<file path="src/rtl/dactm_pkg.sv">
`default_nettype none

package dactm_pkg;

    // command codes carried in the mode field
    typedef enum logic [1:0] {
        MODE_PREPARE = 2'd0,
        MODE_START   = 2'd1,
        MODE_STOP    = 2'd2,
        MODE_TICK    = 2'd3
    } mode_t;

    // reply codes
    typedef enum logic [2:0] {
        REPLY_NONE     = 3'd0,
        REPLY_PREPARED = 3'd1,
        REPLY_MOVING   = 3'd2,
        REPLY_DONE     = 3'd3,
        REPLY_STOPPED  = 3'd4
    } reply_t;

    localparam logic [15:0] TIMEOUT_RESET = 16'd10000;

    // per-channel bridge control for one word
    typedef struct packed {
        logic drive;    // armed start: set pins from stored direction
        logic coast;    // stop: both bridge pins low
        logic tick;     // tick during a move: coast once duration reached
    } chan_ctrl_t;

endpackage

`default_nettype wire

</file>
<file path="src/rtl/dactm_if.sv">
`default_nettype none

// command channel
interface dactm_cmd_if;
    logic              valid;
    logic              ready;
    logic [1:0]        mode;
    logic signed [1:0] dir_a;
    logic [15:0]       time_a;
    logic signed [1:0] dir_b;
    logic [15:0]       time_b;

    modport source (output valid, mode, dir_a, time_a, dir_b, time_b, input ready);
    modport sink   (input valid, mode, dir_a, time_a, dir_b, time_b, output ready);
endinterface

// result channel
interface dactm_res_if;
    logic       valid;
    logic       ready;
    logic [2:0] reply;
    logic       fwd_a;
    logic       rev_a;
    logic       awake_a;
    logic       fwd_b;
    logic       rev_b;
    logic       awake_b;

    modport source (output valid, reply, fwd_a, rev_a, awake_a, fwd_b, rev_b, awake_b,
                    input ready);
    modport sink   (input valid, reply, fwd_a, rev_a, awake_a, fwd_b, rev_b, awake_b,
                    output ready);
endinterface

`default_nettype wire

</file>
<file path="src/rtl/dactm_chan.sv">
`default_nettype none

module dactm_chan
    import dactm_pkg::*;
#(
    parameter int TIME_BITS = 16
)
(
    input  wire chan_ctrl_t           ctrl,
    input  wire logic [1:0]           dir,
    input  wire logic [TIME_BITS-1:0] dur,
    input  wire logic [TIME_BITS:0]   elapsed_next,
    input  wire logic                 fwd_cur,
    input  wire logic                 rev_cur,
    output logic                      fwd_next,
    output logic                      rev_next,
    output logic                      finished
);

    logic untimed;
    logic reached;

    assign untimed  = (dur == '0);
    assign reached  = (elapsed_next >= {1'b0, dur});
    assign finished = untimed || reached;

    always_comb
    begin
        fwd_next = fwd_cur;
        rev_next = rev_cur;
        if (ctrl.drive)
        begin
            // negative codes, including minus two, mean retract
            fwd_next = (dir == 2'b01);
            rev_next = dir[1];
        end
        else if (ctrl.coast || (ctrl.tick && !untimed && reached))
        begin
            fwd_next = 1'b0;
            rev_next = 1'b0;
        end
    end

endmodule

`default_nettype wire

</file>
<file path="src/rtl/dual_actuator_timed_move.sv">
// a result word is registered and appears in the cycle after its command word is taken
// throughput: one command word per cycle while the result channel is not stalled; the state
//   update and the result register are written on the same edge, so nothing waits on a loop
// reset (rst_n low, asynchronous): disarmed, not moving, elapsed count and
//   stored moves zero, all bridge pins low, drivers asleep, timeout 10000
`default_nettype none

module dual_actuator_timed_move
    import dactm_pkg::*;
#(
    parameter int TIME_BITS = 16
)
(
    input  wire logic        clk,
    input  wire logic        rst_n,
    input  wire logic        cfg_wr_en,
    input  wire logic [15:0] cfg_wr_data,
    dactm_cmd_if.sink        cmd,
    dactm_res_if.source      res
);

    // compare width covering both the elapsed count and the timeout
    localparam int CMP_W = (TIME_BITS + 1 > 16) ? TIME_BITS + 1 : 16;

    // configuration
    logic [15:0] timeout_reg;

    // move state
    logic                 armed_reg,   armed_next;
    logic                 moving_reg,  moving_next;
    logic [TIME_BITS:0]   elapsed_reg, elapsed_next;
    logic [1:0]           dir_a_reg,   dir_a_next;
    logic [1:0]           dir_b_reg,   dir_b_next;
    logic [TIME_BITS-1:0] dur_a_reg,   dur_a_next;
    logic [TIME_BITS-1:0] dur_b_reg,   dur_b_next;

    // pin levels; both drivers always share one sleep level
    logic fwd_a_reg, fwd_a_next;
    logic rev_a_reg, rev_a_next;
    logic fwd_b_reg, fwd_b_next;
    logic rev_b_reg, rev_b_next;
    logic awake_reg, awake_next;

    // result register
    logic   res_valid_reg;
    reply_t reply_reg, reply_next;

    logic accept;
    mode_t mode;

    // durations fitted to the stored width
    logic [TIME_BITS+15:0] time_a_ext;
    logic [TIME_BITS+15:0] time_b_ext;
    logic [TIME_BITS-1:0]  time_a_fit;
    logic [TIME_BITS-1:0]  time_b_fit;

    // elapsed count and timeout test
    logic [TIME_BITS:0]   elapsed_inc;
    logic [CMP_W-1:0]     elapsed_cmp;
    logic [CMP_W-1:0]     timeout_cmp;
    logic [CMP_W+15:0]    elapsed_ext;
    logic [CMP_W+15:0]    timeout_ext;
    logic                 timed_out;

    chan_ctrl_t ctrl;
    logic       fin_a, fin_b;

    // output stage frees up when empty or being drained
    assign cmd.ready = !res_valid_reg || res.ready;
    assign accept    = cmd.valid && cmd.ready;
    assign mode      = mode_t'(cmd.mode);

    assign time_a_ext = {{TIME_BITS{1'b0}}, cmd.time_a};
    assign time_b_ext = {{TIME_BITS{1'b0}}, cmd.time_b};
    assign time_a_fit = time_a_ext[TIME_BITS-1:0];
    assign time_b_fit = time_b_ext[TIME_BITS-1:0];

    // saturating increment of the elapsed count
    assign elapsed_inc = (&elapsed_reg) ? elapsed_reg : elapsed_reg + 1'b1;

    assign elapsed_ext = {{(CMP_W + 15 - TIME_BITS){1'b0}}, elapsed_inc};
    assign timeout_ext = {{CMP_W{1'b0}}, timeout_reg};
    assign elapsed_cmp = elapsed_ext[CMP_W-1:0];
    assign timeout_cmp = timeout_ext[CMP_W-1:0];
    assign timed_out   = (elapsed_cmp > timeout_cmp);

    // bridge control shared by both channels
    always_comb
    begin
        ctrl.drive = 1'b0;
        ctrl.coast = 1'b0;
        ctrl.tick  = 1'b0;
        case (mode)
            MODE_START: ctrl.drive = armed_reg;
            MODE_STOP:  ctrl.coast = 1'b1;
            MODE_TICK:  ctrl.tick  = moving_reg;
            default:    ctrl.drive = 1'b0;
        endcase
    end

    dactm_chan #(
        .TIME_BITS    (TIME_BITS)
    ) u_chan_a (
        .ctrl         (ctrl),
        .dir          (dir_a_reg),
        .dur          (dur_a_reg),
        .elapsed_next (elapsed_inc),
        .fwd_cur      (fwd_a_reg),
        .rev_cur      (rev_a_reg),
        .fwd_next     (fwd_a_next),
        .rev_next     (rev_a_next),
        .finished     (fin_a)
    );

    dactm_chan #(
        .TIME_BITS    (TIME_BITS)
    ) u_chan_b (
        .ctrl         (ctrl),
        .dir          (dir_b_reg),
        .dur          (dur_b_reg),
        .elapsed_next (elapsed_inc),
        .fwd_cur      (fwd_b_reg),
        .rev_cur      (rev_b_reg),
        .fwd_next     (fwd_b_next),
        .rev_next     (rev_b_next),
        .finished     (fin_b)
    );

    // flags, count, stored move and reply for the accepted word
    always_comb
    begin
        armed_next   = armed_reg;
        moving_next  = moving_reg;
        elapsed_next = elapsed_reg;
        dir_a_next   = dir_a_reg;
        dir_b_next   = dir_b_reg;
        dur_a_next   = dur_a_reg;
        dur_b_next   = dur_b_reg;
        awake_next   = awake_reg;
        reply_next   = REPLY_NONE;
        case (mode)
            MODE_PREPARE:
            begin
                // a running move carries on with the new durations
                dir_a_next = cmd.dir_a;
                dir_b_next = cmd.dir_b;
                dur_a_next = time_a_fit;
                dur_b_next = time_b_fit;
                armed_next = 1'b1;
                reply_next = REPLY_PREPARED;
            end
            MODE_START:
            begin
                if (armed_reg)
                begin
                    if ((dur_a_reg == '0) && (dur_b_reg == '0))
                    begin
                        // instant move: pins set, drivers straight back to sleep
                        awake_next = 1'b0;
                        reply_next = REPLY_DONE;
                    end
                    else
                    begin
                        awake_next   = 1'b1;
                        elapsed_next = '0;
                        moving_next  = 1'b1;
                        reply_next   = REPLY_MOVING;
                    end
                end
            end
            MODE_STOP:
            begin
                awake_next  = 1'b0;
                moving_next = 1'b0;
                armed_next  = 1'b0;
                reply_next  = REPLY_STOPPED;
            end
            MODE_TICK:
            begin
                if (moving_reg)
                begin
                    elapsed_next = elapsed_inc;
                    // end of move sleeps the drivers; pins coast only on timed channels that reached their time
                    if ((fin_a && fin_b) || timed_out)
                    begin
                        moving_next = 1'b0;
                        armed_next  = 1'b0;
                        awake_next  = 1'b0;
                        reply_next  = REPLY_DONE;
                    end
                end
            end
            default:
            begin
                reply_next = REPLY_NONE;
            end
        endcase
    end

    // configuration register
    always_ff @(posedge clk or negedge rst_n)
    begin
        if (!rst_n)
        begin
            timeout_reg <= TIMEOUT_RESET;
        end
        else if (cfg_wr_en)
        begin
            timeout_reg <= cfg_wr_data;
        end
    end

    // move state, updated on every accepted word
    always_ff @(posedge clk or negedge rst_n)
    begin
        if (!rst_n)
        begin
            armed_reg   <= 1'b0;
            moving_reg  <= 1'b0;
            elapsed_reg <= '0;
            dir_a_reg   <= '0;
            dir_b_reg   <= '0;
            dur_a_reg   <= '0;
            dur_b_reg   <= '0;
            fwd_a_reg   <= 1'b0;
            rev_a_reg   <= 1'b0;
            fwd_b_reg   <= 1'b0;
            rev_b_reg   <= 1'b0;
            awake_reg   <= 1'b0;
        end
        else if (accept)
        begin
            armed_reg   <= armed_next;
            moving_reg  <= moving_next;
            elapsed_reg <= elapsed_next;
            dir_a_reg   <= dir_a_next;
            dir_b_reg   <= dir_b_next;
            dur_a_reg   <= dur_a_next;
            dur_b_reg   <= dur_b_next;
            fwd_a_reg   <= fwd_a_next;
            rev_a_reg   <= rev_a_next;
            fwd_b_reg   <= fwd_b_next;
            rev_b_reg   <= rev_b_next;
            awake_reg   <= awake_next;
        end
    end

    // result valid flag
    always_ff @(posedge clk or negedge rst_n)
    begin
        if (!rst_n)
        begin
            res_valid_reg <= 1'b0;
        end
        else if (cmd.ready)
        begin
            res_valid_reg <= accept;
        end
    end

    // result payload: reply plus the pin levels after the word
    always_ff @(posedge clk)
    begin
        if (accept)
        begin
            reply_reg <= reply_next;
        end
    end

    assign res.valid   = res_valid_reg;
    assign res.reply   = reply_reg;
    assign res.fwd_a   = fwd_a_reg;
    assign res.rev_a   = rev_a_reg;
    assign res.awake_a = awake_reg;
    assign res.fwd_b   = fwd_b_reg;
    assign res.rev_b   = rev_b_reg;
    assign res.awake_b = awake_reg;

endmodule

`default_nettype wire

</file>
<file path="src/flat_wrapper.sv">
// flat-port wrapper written by rule: the top's interface ports become plain ports
module dual_actuator_timed_move_flat import dactm_pkg::*;
#(
    parameter int TIME_BITS = 16
)
  (clk, rst_n, cfg_wr_en, cfg_wr_data, cmd_valid, cmd_mode, cmd_dir_a, cmd_time_a, cmd_dir_b, cmd_time_b, cmd_ready, res_valid, res_reply, res_fwd_a, res_rev_a, res_awake_a, res_fwd_b, res_rev_b, res_awake_b, res_ready);
  dactm_cmd_if cmd_i ();
  dactm_res_if res_i ();
  input  wire logic clk;
  input  wire logic rst_n;
  input  wire logic cfg_wr_en;
  input  wire logic [15:0] cfg_wr_data;
  input wire logic [$bits(cmd_i.valid)-1:0] cmd_valid;
  input wire logic [$bits(cmd_i.mode)-1:0] cmd_mode;
  input wire logic [$bits(cmd_i.dir_a)-1:0] cmd_dir_a;
  input wire logic [$bits(cmd_i.time_a)-1:0] cmd_time_a;
  input wire logic [$bits(cmd_i.dir_b)-1:0] cmd_dir_b;
  input wire logic [$bits(cmd_i.time_b)-1:0] cmd_time_b;
  output wire logic [$bits(cmd_i.ready)-1:0] cmd_ready;
  output wire logic [$bits(res_i.valid)-1:0] res_valid;
  output wire logic [$bits(res_i.reply)-1:0] res_reply;
  output wire logic [$bits(res_i.fwd_a)-1:0] res_fwd_a;
  output wire logic [$bits(res_i.rev_a)-1:0] res_rev_a;
  output wire logic [$bits(res_i.awake_a)-1:0] res_awake_a;
  output wire logic [$bits(res_i.fwd_b)-1:0] res_fwd_b;
  output wire logic [$bits(res_i.rev_b)-1:0] res_rev_b;
  output wire logic [$bits(res_i.awake_b)-1:0] res_awake_b;
  input wire logic [$bits(res_i.ready)-1:0] res_ready;
  assign cmd_i.valid = cmd_valid;
  assign cmd_i.mode = cmd_mode;
  assign cmd_i.dir_a = cmd_dir_a;
  assign cmd_i.time_a = cmd_time_a;
  assign cmd_i.dir_b = cmd_dir_b;
  assign cmd_i.time_b = cmd_time_b;
  assign cmd_ready = cmd_i.ready;
  assign res_valid = res_i.valid;
  assign res_reply = res_i.reply;
  assign res_fwd_a = res_i.fwd_a;
  assign res_rev_a = res_i.rev_a;
  assign res_awake_a = res_i.awake_a;
  assign res_fwd_b = res_i.fwd_b;
  assign res_rev_b = res_i.rev_b;
  assign res_awake_b = res_i.awake_b;
  assign res_i.ready = res_ready;
  dual_actuator_timed_move #(.TIME_BITS(TIME_BITS)) u_core (.clk(clk), .rst_n(rst_n), .cfg_wr_en(cfg_wr_en), .cfg_wr_data(cfg_wr_data), .cmd(cmd_i), .res(res_i));
endmodule
</file>
<file path="config.mk">
export PLATFORM = sky130hd
export DESIGN_NAME = dual_actuator_timed_move_flat
export DESIGN_NICKNAME = d
export VERILOG_FILES = /design/src/rtl/dactm_pkg.sv /design/src/rtl/dactm_if.sv /design/src/rtl/dactm_chan.sv /design/src/rtl/dual_actuator_timed_move.sv /design/src/flat_wrapper.sv
export SDC_FILE = /design/constraint.sdc
export NUM_CORES = 1
export LEC_CHECK = 0
export BUFFER_PORTS_ARGS = -buffer_cell sky130_fd_sc_hd__buf_4
export CAP_MARGIN = 20
export CORE_MARGIN = 2
export CORE_UTILIZATION = 52
export CTS_CLUSTER_SIZE = 8
export DETAILED_ROUTE_END_ITERATION = 6
export PLACE_DENSITY = 0.74
export SLEW_MARGIN = 25
export SYNTH_ARGS = -nofsm -noshare
export SYNTH_HDL_FRONTEND = slang
export SYNTH_SLANG_ARGS = --single-unit
export TNS_END_PERCENT = 100
</file>
<file path="constraint.sdc">
create_clock -name clk -period 3.8 [get_ports clk]
set_clock_uncertainty 0.1 [all_clocks]
set_input_delay 0.38 -clock clk [delete_from_list [all_inputs] [get_ports clk]]
set_output_delay 0.38 -clock clk [all_outputs]
set_load 0.005 [all_outputs]
</file>
After elaboration in Yosys (flattened, before gate mapping)
Cells that the tools add are included.
- add/subtract/negate cells: 1
- $mul: 0
- divide/modulo/power cells: 0
- order comparisons: 3
- eq/ne operators: 9
- shifts and indexed selects: 0
- mux-type cells: 30
- bitwise gates (word level): 0
- reduce and logical (&&, ||, !) cells: 32
- operator list (operator ; number):
    $mux 17 ; 4
    $ge 17x16->1 ; 2
    $pmux 17 s2 ; 1
    $logic_not 16->1 ; 2
    $mux 1 ; 18
    $add 17x1->17 const B ; 1
    $gt 17x16->1 ; 1
    $reduce_and 17->1 ; 1
    $pmux 3 s4 ; 1
    $reduce_and 5->1 ; 2
    $pmux 1 s3 ; 3
    $reduce_and 4->1 ; 2
    $logic_and 1x1->1 ; 7
    $eq 2x1->1 const B ; 3
    $logic_or 1x1->1 ; 6
    $mux 3 ; 2
    $ne 2x1->1 const B ; 3
    $reduce_and 2->1 ; 3
    $reduce_bool 2->1 ; 3
    $reduce_bool 3->1 ; 2
    $eq 2x2->1 const B ; 2
    $logic_not 1->1 ; 3
    $logic_not 2->1 ; 1
    $mux 2 ; 1
    $ne 2x2->1 const B ; 1
- flip-flop bits (word level): 80
- bits in latches: 0
- RAM bits: 0
- memory bits (read-only): 0
- input bits: 59
- output and inout bits: 11
- logic and storage cells: 90
- memories: 0

Logic depth before layout (Yosys ltp)
Gate-level depths: netlist (run 1).
- word-level depth: 9
- depth in mapped cells: 14
- gate-level depth less buffers: 14

Modules after synthesis
A second synthesis (run 1) with hierarchy kept.
- cell total of the unflattened synthesis: 519
- area total of the unflattened synthesis: 4968.5 µm²
- by module, submodules not included (module ; times used ; cells an instance ; area an instance (µm²) ; sequential area each (µm²)):
    dual_actuator_timed_move ; 1 ; 375 ; 3990.1 ; 2023.2
    dactm_chan ; 2 ; 72 ; 489.2 ; 0.0

Worst setup path after synthesis (run 1)
Ideal clock, no wire load.
- path kind: flip-flop to flip-flop
- from: reg u_core.elapsed_reg[0]
- to: reg u_core.reply_reg[0] (netlist: u_core.res.reply[0]) (data pin)
- library setup time: 0.270 ns
- arrival: 3.220 ns
- required time: 3.430 ns
- setup slack: 0.210 ns
- stages on the path, launching flop included: 15
- buffers on the path: 0
- period minus slack after synthesis: 3.590 ns
- path through: dfrtp_1 ha_1 nand4_2 nor4_4 a2111oi_4 and2_4 nand2_2 xnor2_1 ha_1 a21oi_1 a21boi_0 or3b_1 o31a_1 a21oi_2 a21oi_1
- longest elaborated chain between the ends: 9
- elaborated cells on any way between the ends: 13
- those cells by class: add/sub (1); order compare (3); mux (4); reduce/logical (5)
- RTL lines (what ; RTL line ; text):
    start, declared ; dual_actuator_timed_move.sv:31 ; logic [TIME_BITS:0] elapsed_reg, elapsed_next;
    start signal, assigned ; dual_actuator_timed_move.sv:235 ; elapsed_reg <= elapsed_next;
    $add 17x1->17 or $reduce_and 17->1 (tied branches) ; dual_actuator_timed_move.sv:79 ; assign elapsed_inc = (&elapsed_reg) ? elapsed_reg : elapsed_reg + 1'b1;
    $mux 17 (*) ; dual_actuator_timed_move.sv:79 ;
    $ge 17x16->1 ; dactm_chan.sv:24 ; assign reached = (elapsed_next >= {1'b0, dur});
    $logic_or 1x1->1 ; dactm_chan.sv:25 ; assign finished = untimed || reached;
    $logic_and 1x1->1 ; dual_actuator_timed_move.sv:184 ; if ((fin_a && fin_b) || timed_out)
    $logic_or 1x1->1 (*) ; dual_actuator_timed_move.sv:184 ;
    $mux 2 (*) ; dual_actuator_timed_move.sv:184 ;
    $mux 3 (*) ; dual_actuator_timed_move.sv:180 ; if (moving_reg)
    $pmux 3 s4 (*) ; dual_actuator_timed_move.sv:141 ; case (mode)
    via u_core.reply_next[0] ; dual_actuator_timed_move.sv:46 ; reply_t reply_reg, reply_next;
    end signal, assigned ; dual_actuator_timed_move.sv:266 ; reply_reg <= reply_next;
    end, declared ; dual_actuator_timed_move.sv:46 ;
Mark *: on every way through the listed nets, which the timed path passes. The rest lies on a longest branch.
A chain may end at the register's enable or synchronous reset.

Final worst setup path (run 1)
- from: reg u_core.elapsed_reg[1]
- to: reg u_core.reply_reg[1] (netlist: u_core.res.reply[1]) (data pin)
Same word-level chain as after synthesis.

==> summary.md, run 1 <==
| Metric | Value |
|---|---|
| Outcome | `finished clean` |
| Post-Layout Cell Count | `734` |
| Syn Inst Count | `534` |
| Endpoint class of the critical path | `flop` |
| Ys flop type | `dfrtp_1` |
| Ports | `70` |
| First-pass GRT wire length | `19.3 mm` |
| Final net count | `726` |
| Seq/Total Area, Yosys | `0.412` |
| Ratio of cells with drive above 1 in the final layout | `0.233` |
| Largest area contributor in the netlist | `dfrtp_1` |
| Period utilization | `0.966` |
| HP Class | `input port to flop` |
| Reg2Reg Depth | `14` |
| Startpoint types | `flop` |
| Seq cells post-synth | `80` |
| Inst Count DP | `715` |
| Grt total ovfl | `0` |
| WL final | `11.7 mm` |
| Post-synth EDFFs | `3` |
| Syn nets | `642` |
| Utilization after layout | `0.642` |
| Area grow syn2layout | `20.2%` |
| Slew margin rel. | `0.466` |
| Clock sink count | `80` |
| WP data arrival | `3690 ps` |
| Pwr Total | `2.26 mW` |
| RR Endpoint | `u_core.res.reply[1]` |
| Tmin final | `3670 ps` |
| Setup slack, reg-to-reg | `130 ps` |
| Worst r2r src | `u_core.elapsed_reg[1]` |
| Routed wire per std cell | `16.0 um` |
| Fmax | `0.272 GHz` |
| Site Rows | `35` |
| Worst skew pair latency | `370 ps` |
| # DRC | `0` |
| Worst setup path category | `flop to flop` |
| Clk root buf | `clkbuf_8` |
| Post-synth ARST share | `0.963` |
| Synth top area share | `0.367` |
| Final TNS setup | `0 ps` |
| Iter 0 DRT Violations | `190` |
| Initial antenna violation count | `0` |
| Worst-path maximum fanout | `6` |
| Final max-slew violation count | `0` |
| HPWL Detailed | `8.91 mm` |
| Post-place setup slack | `-59.8 ps` |
| Pin count of the biggest net entering global routing | `78` |
| Pre-antenna DRT Iters | `5` |
| P per Cell Area | `383 mW/mm2` |
| Hold Path Origin | `cmd_time_b[1]` |
| Leakage power | `2.94 nW` |
| Vias in the first global route | `3,994` |
| Worst hold slack | `111 ps` |
| Clock tree buffer depth | `2` |
| TritonCTS Buffers | `9` |
| WHS Endpoint | `u_core.dur_b_reg[1]` |
| TritonCTS clock tree | `built` |
| Cell area after layout | `0.00591 mm2` |
| Via Count | `4,107` |
| Max reg flops | `17` |
| Post-DRT Antenna Nets | `0` |
| Htree depth | `3` |
| Final Hold Fails | `0` |
| Starting Density | `0.534` |
| DR vias/cell | `5.60` |
| Final setup margin | `130 ps` |
| Die area | `0.0102 mm2` |
| CP Data Required Time | `3820 ps` |
| Synth cell types | `60` |
| Die width | `101 um` |
| # setup viols final | `0` |
| Tot GR Track Use | `0.241` |
| Cell Area, Synth | `0.00491 mm2` |
| Synthesized area per cell | `9.20 um2` |
| Core ar. | `0.00920 mm2` |
| GPL Wtd Cong | `0.895` |
| Worst-Margin Slew | `802 ps` |
| DP Area | `0.00563 mm2` |
| Cell depth of the worst hold path | `3` |
| Ys Warns | `0` |
| Unrepaired setup endpoints after global routing | `false` |
| Worst IR drop on VDD | `0.198 mV` |
| I/O Buffers | `69` |
| Max Cap Viol | `0` |
| ANT cells | `0` |
| Die H | `101 um` |
| Clk slew on worst S/H paths | `90 ps` |
| Synth area leaders | `dfrtp_1 37%, ha_1 12%, o21ai_0 7.1%` |
==> routing by layer <==
metal  GRT usage  wire (um)  vias up
li1            -          -     2046
met1       0.322       5190     1948
met2       0.397       5680       95
met3      0.0462        617       18
met4      0.0832        247        0
met5           0          0        -
==> final cells by class <==
class | instances | area [um2]
clock buffer | 10 | 128
fill | 753 | 3290
tap | 111 | 139
inverter | 54 | 203
clock inverter | 6 | 68.8
sequential | 80 | 2020
timing repair buffer | 96 | 727
multi-input combinational | 377 | 2620
==> cell families after synthesis <==
family	synth area share
simple gates	0.160
compound gates	0.193
flops	0.412
buf+inv	0.0657
fa+ha+maj	0.125
xor+xnor	0.0250
mux	0.0204
==> worst max-delay path by stage <==
stage / to / from / slack (ps)
2_1_floorplan: u_core.res.reply[0] / u_core.elapsed_reg[0] / 210
3_3_place_gp: u_core.res.reply[0] / u_core.elapsed_reg[1] / 50
3_5_place_dp: u_core.res.reply[1] / u_core.elapsed_reg[1] / -60
4_1_cts: u_core.res.reply[0] / u_core.elapsed_reg[1] / 40
5_1_grt: u_core.res.reply[1] / u_core.elapsed_reg[1] / 3
6_report: u_core.res.reply[1] / u_core.elapsed_reg[1] / 130
==> synthesized netlist by cell type (7+ instances only) <==
cell / number
a21oi_1: 23
o21ai_0: 70
clkbuf_1: 16
nand2_1: 73
nand4_1: 11
o31ai_1: 8
inv_1: 54
nor4_1: 10
ha_1: 49
a21o_1: 7
xnor2_1: 11
dfrtp_1: 72
nor2_1: 20
nand3_1: 14
mux2_2: 8
a31oi_1: 7
==> cells in the final DEF, fill, tap and decap left out, types with 8 or more instances in the layout <==
cell and count:
nor2_1 20, nand4_1 11, ha_1 48, clkbuf_8 9, dfrtp_1 72, a21oi_1 22, nor4_1 10, buf_4 94
o31ai_1 8, mux2_2 8, o21ai_0 70, xnor2_1 9, nand2_1 73, inv_1 54, nand3_1 14
==> power by group <==
| part | switching, mW | internal (mW) | leakage (nW) |
|---|---|---|---|
| combinational | 0.301 | 0.255 | 1.86 |
| clock | 0.337 | 0.307 | 0.0968 |
| sequential | 0.0782 | 0.981 | 0.984 |
==> worst max-delay path: stages (launching register included) <==
cell and delay, ps:
dfrtp_1 430, ha_4 180, nand4_2 110, nor4_4 470, a2111oi_4 160, and2_4 220, nand2_4 70, xnor2_1 150
ha_1 230, a21o_1 170, a21oi_2 160, or3b_1 360, o31a_1 330, a21oi_4 190, o22ai_1 100
==> what timing repair did <==
action / in CTS / in global routing
hold buffers: 0 / 1
setup buffers: 0 / 2
pin swaps: 0 / 2
hold endpoints to repair: 0 / 12
endpoints found under the setup margin: 2 / 5
resized for setup: 3 / 4
Note: power is estimated with default switching activity, not from simulation.
==> inputs of run 2 (changes only) <==
Settings changed: SYNTH_HIERARCHICAL set to 1.
==> run 2 against run 1 <==
The run now ends with negative setup slack left. Routed wire length rose by 11%. Combinational power up 34%. Core utilization grew 5.5 points. Critical path depth increased by 4. Sequential share of layout area fell by 2.9 points. Hold slack improved by 12 ps. Sequential power is 6% higher. Via count up 7.6%. Critical path type unchanged.
==> summary.md, run 2 <==
| Metric | Value |
|---|---|
| Cell depth of the worst hold path | `2` |
| Net switching power | `0.856 mW` |
| Via Count | `4,421` |
| Failing checks | `negative setup slack` |
| Utilization after layout | `0.697` |
| Area grow syn2layout | `29.7%` |
| CP Data Required Time | `3820 ps` |
| Clk slew on worst S/H paths | `90 ps` |
| Top-count cell post-synth | `dfrtp_1` |
| Pwr Total | `2.46 mW` |
| TritonCTS clock tree | `built` |
| Worst IR drop on VDD | `0.225 mV` |
| Die H | `102 um` |
| Leakage power | `3.24 nW` |
| Post-synth top cells | `72 x dfrtp_1, 68 x nand2_1, 60 x inv_1, 49 x ha_1, 38 x mux2_2` |
| HP Class | `input port to flop` |
| Synthesized area per cell | `9.57 um2` |
| Seq pwr share | `0.455` |
| P per Cell Area | `382 mW/mm2` |
| ANT cells | `0` |
| Comb power frac | `0.303` |
| Htree depth | `3` |
| Most common cell after layout, fill and taps aside | `buf_4` |
| Initial antenna violation count | `0` |
| Clk root buf | `clkbuf_8` |
| Synth cell types | `48` |
| Max Cap Viol | `0` |
| Clock sink count | `80` |
| # setup viols final | `5` |
| Cell Area, Synth | `0.00497 mm2` |
| WP data arrival | `4120 ps` |
| Seq cells post-synth | `80` |
| Pre-antenna DRT Iters | `5` |
| Ratio of cells with drive above 1 in the final layout | `0.350` |
| Fmax | `0.244 GHz` |
| Ports | `70` |
| Post-DRT Antenna Nets | `0` |
| Clock power frac | `0.242` |
| Slew margin rel. | `0.534` |
| Outcome | `complete, but fails checks` |
| Worst r2r src | `u_core/elapsed_reg[0]` |
| Most frequent cells in the layout | `129 x buf_4, 72 x dfrtp_1, 67 x nand2_1, 60 x inv_1, 45 x ha_1` |
| Period utilization | `1.08` |
| Tmin final | `4100 ps` |
| Ys flop type | `dfrtp_1` |
| WHS Endpoint | `u_core/res.valid` |
| TritonCTS Buffers | `9` |
| Routed wire per std cell | `16.6 um` |
| Core ar. | `0.00924 mm2` |
| Site Rows | `35` |
| I/O Buffers | `69` |
| First-pass GRT wire length | `21.2 mm` |
| Syn nets | `627` |
| Synth top area share | `0.363` |
| GPL Wtd Cong | `0.891` |
| Worst skew pair latency | `370 ps` |
| Reg2Reg Depth | `18` |
| Endpoint class of the critical path | `flop` |
| Ys Warns | `6` |
| Hold Path Origin | `cmd_valid` |
| Largest area contributor in the netlist | `dfrtp_1` |
| Synth area leaders | `dfrtp_1 36%, ha_1 12%, mux2_2 8.6%` |
| Switching Share | `0.348` |
| Grt total ovfl | `0` |
| Final net count | `758` |
| Syn Inst Count | `519` |
| Startpoint types | `flop` |
| Setup slack, reg-to-reg | `-300 ps` |
| Seq/Total Area, Yosys | `0.407` |
| Die width | `102 um` |
| Worst-Margin Slew | `698 ps` |
| Final setup margin | `-298 ps` |
| Die area | `0.0104 mm2` |
| Starting Density | `0.538` |
| Worst setup path category | `flop to flop` |
| RR Endpoint | `u_core/res.reply[1]` |
| Vias in the first global route | `4,569` |
| Final Hold Fails | `0` |
| Unrepaired setup endpoints after global routing | `true` |
| Tot GR Track Use | `0.266` |
| HPWL Detailed | `9.35 mm` |
| Max reg flops | `17` |
| Final max-slew violation count | `0` |
| Post-place setup slack | `-347 ps` |
| Worst-path maximum fanout | `4` |
| Pin count of the biggest net entering global routing | `78` |
| Post-synth ARST share | `0.963` |
| Internal | `1.60 mW` |
| Post-synth EDFFs | `3` |
| # DRC | `0` |
| Iter 0 DRT Violations | `277` |
| Clock tree buffer depth | `2` |
| DR vias/cell | `5.64` |
| WL final | `13.0 mm` |
## run 2: cell type report
class | count | area (um2)
clock buffer | 9 | 124
timing repair buffer | 133 | 1020
clock inverter | 7 | 55.1
fill | 707 | 2800
multi-input combinational | 366 | 2830
tap | 129 | 161
inverter | 60 | 225
sequential | 80 | 2020
## run 2: cell families (layout without fill, tap and decap cells)
family          after synthesis  after routing  share of synthesized area
simple gates                156            156                      0.163
compound gates              109            109                      0.136
flops                        80             80                      0.407
buf+inv                      73            209                     0.0599
fa+ha+maj                    49             49                      0.123
mux                          38             38                     0.0861
xor+xnor                     14             14                     0.0247
## run 2: how the worst max path moves through the flow
stage	end	slack (ps)	from
floorplan	u_core/res.reply[0]	-80	u_core/elapsed_reg[0]
global placement	u_core/moving_reg	-220	u_core/elapsed_reg[1]
detailed placement	u_core/moving_reg	-350	u_core/elapsed_reg[1]
CTS	u_core/armed_reg	-190	u_core/elapsed_reg[0]
global route	u_core/moving_reg	-490	u_core/elapsed_reg[1]
finish	u_core/res.reply[1]	-300	u_core/elapsed_reg[0]
## run 2: stage by stage
step	instances	hold WS (ps)	TNS, ps	instance area, um2
global route	784	121	-2390	6440
floorplan	519	-15.6	-156	5030
CTS	779	108	-582	6330
finish	784	123	-1400	6440
global placement	758	386	-945	6040
detailed placement	758	387	-1600	6040
## run 2: worst max-delay path: stages, from the launching register on
cell      delay (ps)
dfrtp_1          370
ha_2             180
and3_4           180
and4_4           240
buf_4            120
nor2b_1          120
buf_4            140
nand2_1           90
xnor2_1          260
buf_4            190
ha_1             270
a21o_1           220
a211oi_2         270
nand4_1          210
a221oi_2         310
o21ai_1          120
a31oi_2          220
or2_4            170
a31oi_1           80
## run 2: timing repair
action                                  CTS  global route
setup buffers                             5             7
pin swaps                                16            17
hold endpoints to repair                  0            26
gates resized for setup                  15            11
endpoints found under the setup margin    5             5
hold buffers                              0             1
## run 2: power groups by stage
stage / Clock, mW / Combinational [mW] / Sequential (mW)
after global routing: 0.643 / 0.825 / 1.14
final: 0.594 / 0.746 / 1.12
after CTS: 0.605 / 0.726 / 1.12
after global placement: 0 / 0.654 / 1.12
after detailed placement: 0 / 0.690 / 1.13
after floorplan: 0 / 0.441 / 1.10
## run 2: layer usage
metal | wire (um) | GRT usage | vias to the layer above
met2 | 6510 | 0.445 | 126
met4 | 437 | 0.115 | 0
met5 | 0 | 0 | -
li1 | - | - | 2104
met3 | 563 | 0.0573 | 34
met1 | 5490 | 0.332 | 2157
==> inputs of run 3 (changes only) <==
Clock period 3.8 ns to 3.4 ns, I/O delays scaled along.
==> run 3 against run 2 <==
The run still ends with negative setup slack left. Cell area grew 0.43%. Global-route usage is 0.92 points lower. Fmax decreased by 1.3%. Routed wire length shrank 4.0%. Critical path depth decreased by 2. Final cell count up 1.0%. First-iteration DRC count decreased by 5.4%. Combinational power rose by 11%. Register-to-register slack worse by 450 ps. Via count down 1.9%. Sequential share of layout area shrank 0.13 points. Critical path type unchanged. Critical endpoint is now u_core/res.reply[0].
==> summary.md, run 3 (synthesis results as in run 2) <==
| Metric | Value |
|---|---|
| Site Rows | `35` |
| Utilization after layout | `0.700` |
| Clk slew on worst S/H paths | `90 ps` |
| I/O Buffers | `69` |
| Failing checks | `negative setup slack` |
| P per Cell Area | `435 mW/mm2` |
| Ratio of cells with drive above 1 in the final layout | `0.345` |
| WP data arrival | `4170 ps` |
| Cell area after layout | `0.00647 mm2` |
| Clock sink count | `80` |
| Tot GR Track Use | `0.257` |
| Pre-antenna DRT Iters | `5` |
| Crit path launch | `u_core/elapsed_reg[0]` |
| Setup slack, reg-to-reg | `-750 ps` |
| WHS Endpoint | `u_core/timeout_reg[3]` |
| Starting Density | `0.538` |
| Cell depth of the worst hold path | `3` |
| DP Area | `0.00612 mm2` |
| Die H | `102 um` |
| Leakage power | `3.27 nW` |
| Post-Layout Cell Count | `792` |
| Unrepaired setup endpoints after global routing | `true` |
| Worst-path maximum fanout | `5` |
| Worst r2r src | `u_core/elapsed_reg[0]` |
| WL final | `12.5 mm` |
| Tmin final | `4150 ps` |
| Final max-slew violation count | `0` |
| Reg2Reg Depth | `16` |
| Worst hold slack | `79.1 ps` |
| Fmax | `0.241 GHz` |
| Inst Count DP | `769` |
| Hold Path Origin | `cfg_wr_data[3]` |
| Slew margin rel. | `0.526` |
| Routed wire per std cell | `15.8 um` |
| CP Data Required Time | `3420 ps` |
| # setup viols final | `9` |
| HPWL Detailed | `9.19 mm` |
| Iter 0 DRT Violations | `262` |
| ANT cells | `0` |
| Initial antenna violation count | `0` |
| Outcome | `complete, but fails checks` |
| Period utilization | `1.22` |
| Most frequent cells in the layout | `138 x buf_4, 72 x dfrtp_1, 68 x nand2_1, 60 x inv_1, 46 x ha_1` |
| Final Hold Fails | `0` |
| Most common cell after layout, fill and taps aside | `buf_4` |
| Grt total ovfl | `0` |
| Htree depth | `3` |
| Core ar. | `0.00924 mm2` |
| TritonCTS clock tree | `built` |
| TritonCTS Buffers | `9` |
| Worst-Margin Slew | `711 ps` |
| Clock tree buffer depth | `2` |
| Worst IR drop on VDD | `0.289 mV` |
| Startpoint types | `flop` |
| Endpoint class of the critical path | `flop` |
| Clk root buf | `clkbuf_8` |
| DR vias/cell | `5.47` |
| Ports | `70` |
| Via Count | `4,336` |
| Max reg flops | `17` |
| Worst skew pair latency | `360 ps` |
| Post-DRT Antenna Nets | `0` |
| First-pass GRT wire length | `20.6 mm` |
| GPL Wtd Cong | `0.877` |
| Max Cap Viol | `0` |
| HP Class | `input port to flop` |
| # DRC | `0` |
| Vias in the first global route | `4,324` |
| Post-place setup slack | `-830 ps` |
| Final net count | `766` |
| Pin count of the biggest net entering global routing | `78` |
| Die area | `0.0104 mm2` |
| RR Endpoint | `u_core/res.reply[0]` |
| Area grow syn2layout | `30.2%` |
| Final setup margin | `-752 ps` |
| Worst setup path category | `flop to flop` |
| Die width | `102 um` |
[run 3: critical path, cell delays in order, from the launching register on]
cell and delay, ps:
dfrtp_1 390, ha_2 190, and3_4 170, and4_4 190, a2111oi_4 440, nand4_1 270
xnor2_2 390, ha_4 270, nand4b_4 120, nor3_4 60, a211oi_2 230, nand4_1 190
a221oi_2 300, o21ai_1 110, a31oi_2 230, or2_4 190, a31oi_4 70
[run 3: layout make-up]
class	count	area [um2]
clock buffer	12	155
clock inverter	4	52.6
timing repair buffer	141	1070
inverter	60	225
multi-input combinational	366	2790
fill	696	2770
tap	129	161
sequential	80	2020
[run 3: repair_timing]
| action | 4_1_cts | 5_1_grt |
|---|---|---|
| gates resized for setup | 8 | 8 |
| setup endpoints to repair | 9 | 9 |
| pin swaps | 7 | 13 |
| endpoints found under the hold margin | 0 | 64 |
| setup buffers | 5 | 1 |
| hold buffers | 0 | 1 |
[run 3: report_power, final]
| group | switching, mW | leakage (nW) | internal [mW] | total (mW) |
|---|---|---|---|---|
| clock network | 0.355 | 0.0948 | 0.380 | 0.734 |
| registers | 0.139 | 0.975 | 1.11 | 1.25 |
| logic | 0.421 | 2.20 | 0.409 | 0.830 |
| total | 0.915 | 3.27 | 1.90 | 2.81 |
[run 3: worst max-delay path by stage]
| stage | slack (ps) | endpoint | cells past startpoint |
|---|---|---|---|
| 3_5_place_dp | -830 | u_core/armed_reg | 17 |
| 2_1_floorplan | -480 | u_core/res.reply[0] | 16 |
| 4_1_cts | -570 | u_core/moving_reg | 17 |
| 6_report | -750 | u_core/res.reply[0] | 16 |
| 3_3_place_gp | -700 | u_core/res.reply[0] | 16 |
| 5_1_grt | -1010 | u_core/armed_reg | 17 |
[run 3: per-stage QoR]
step,setup TNS [ps],total power [mW]
6_report,-4220,2.81
5_1_grt,-6430,2.98
4_1_cts,-2950,2.81
3_5_place_dp,-4280,2.05
3_3_place_gp,-3550,1.99
2_1_floorplan,-1900,1.72
[run 3: metal layers]
layer / track usage / vias up / wire length (um) / share of wire
met3: 0.0338 / 16 / 547 / 0.044
li1: - / 2131 / - / -
met5: 0 / - / 0 / 0
met2: 0.447 / 116 / 6360 / 0.51
met4: 0.0780 / 0 / 169 / 0.014
met1: 0.333 / 2073 / 5400 / 0.43
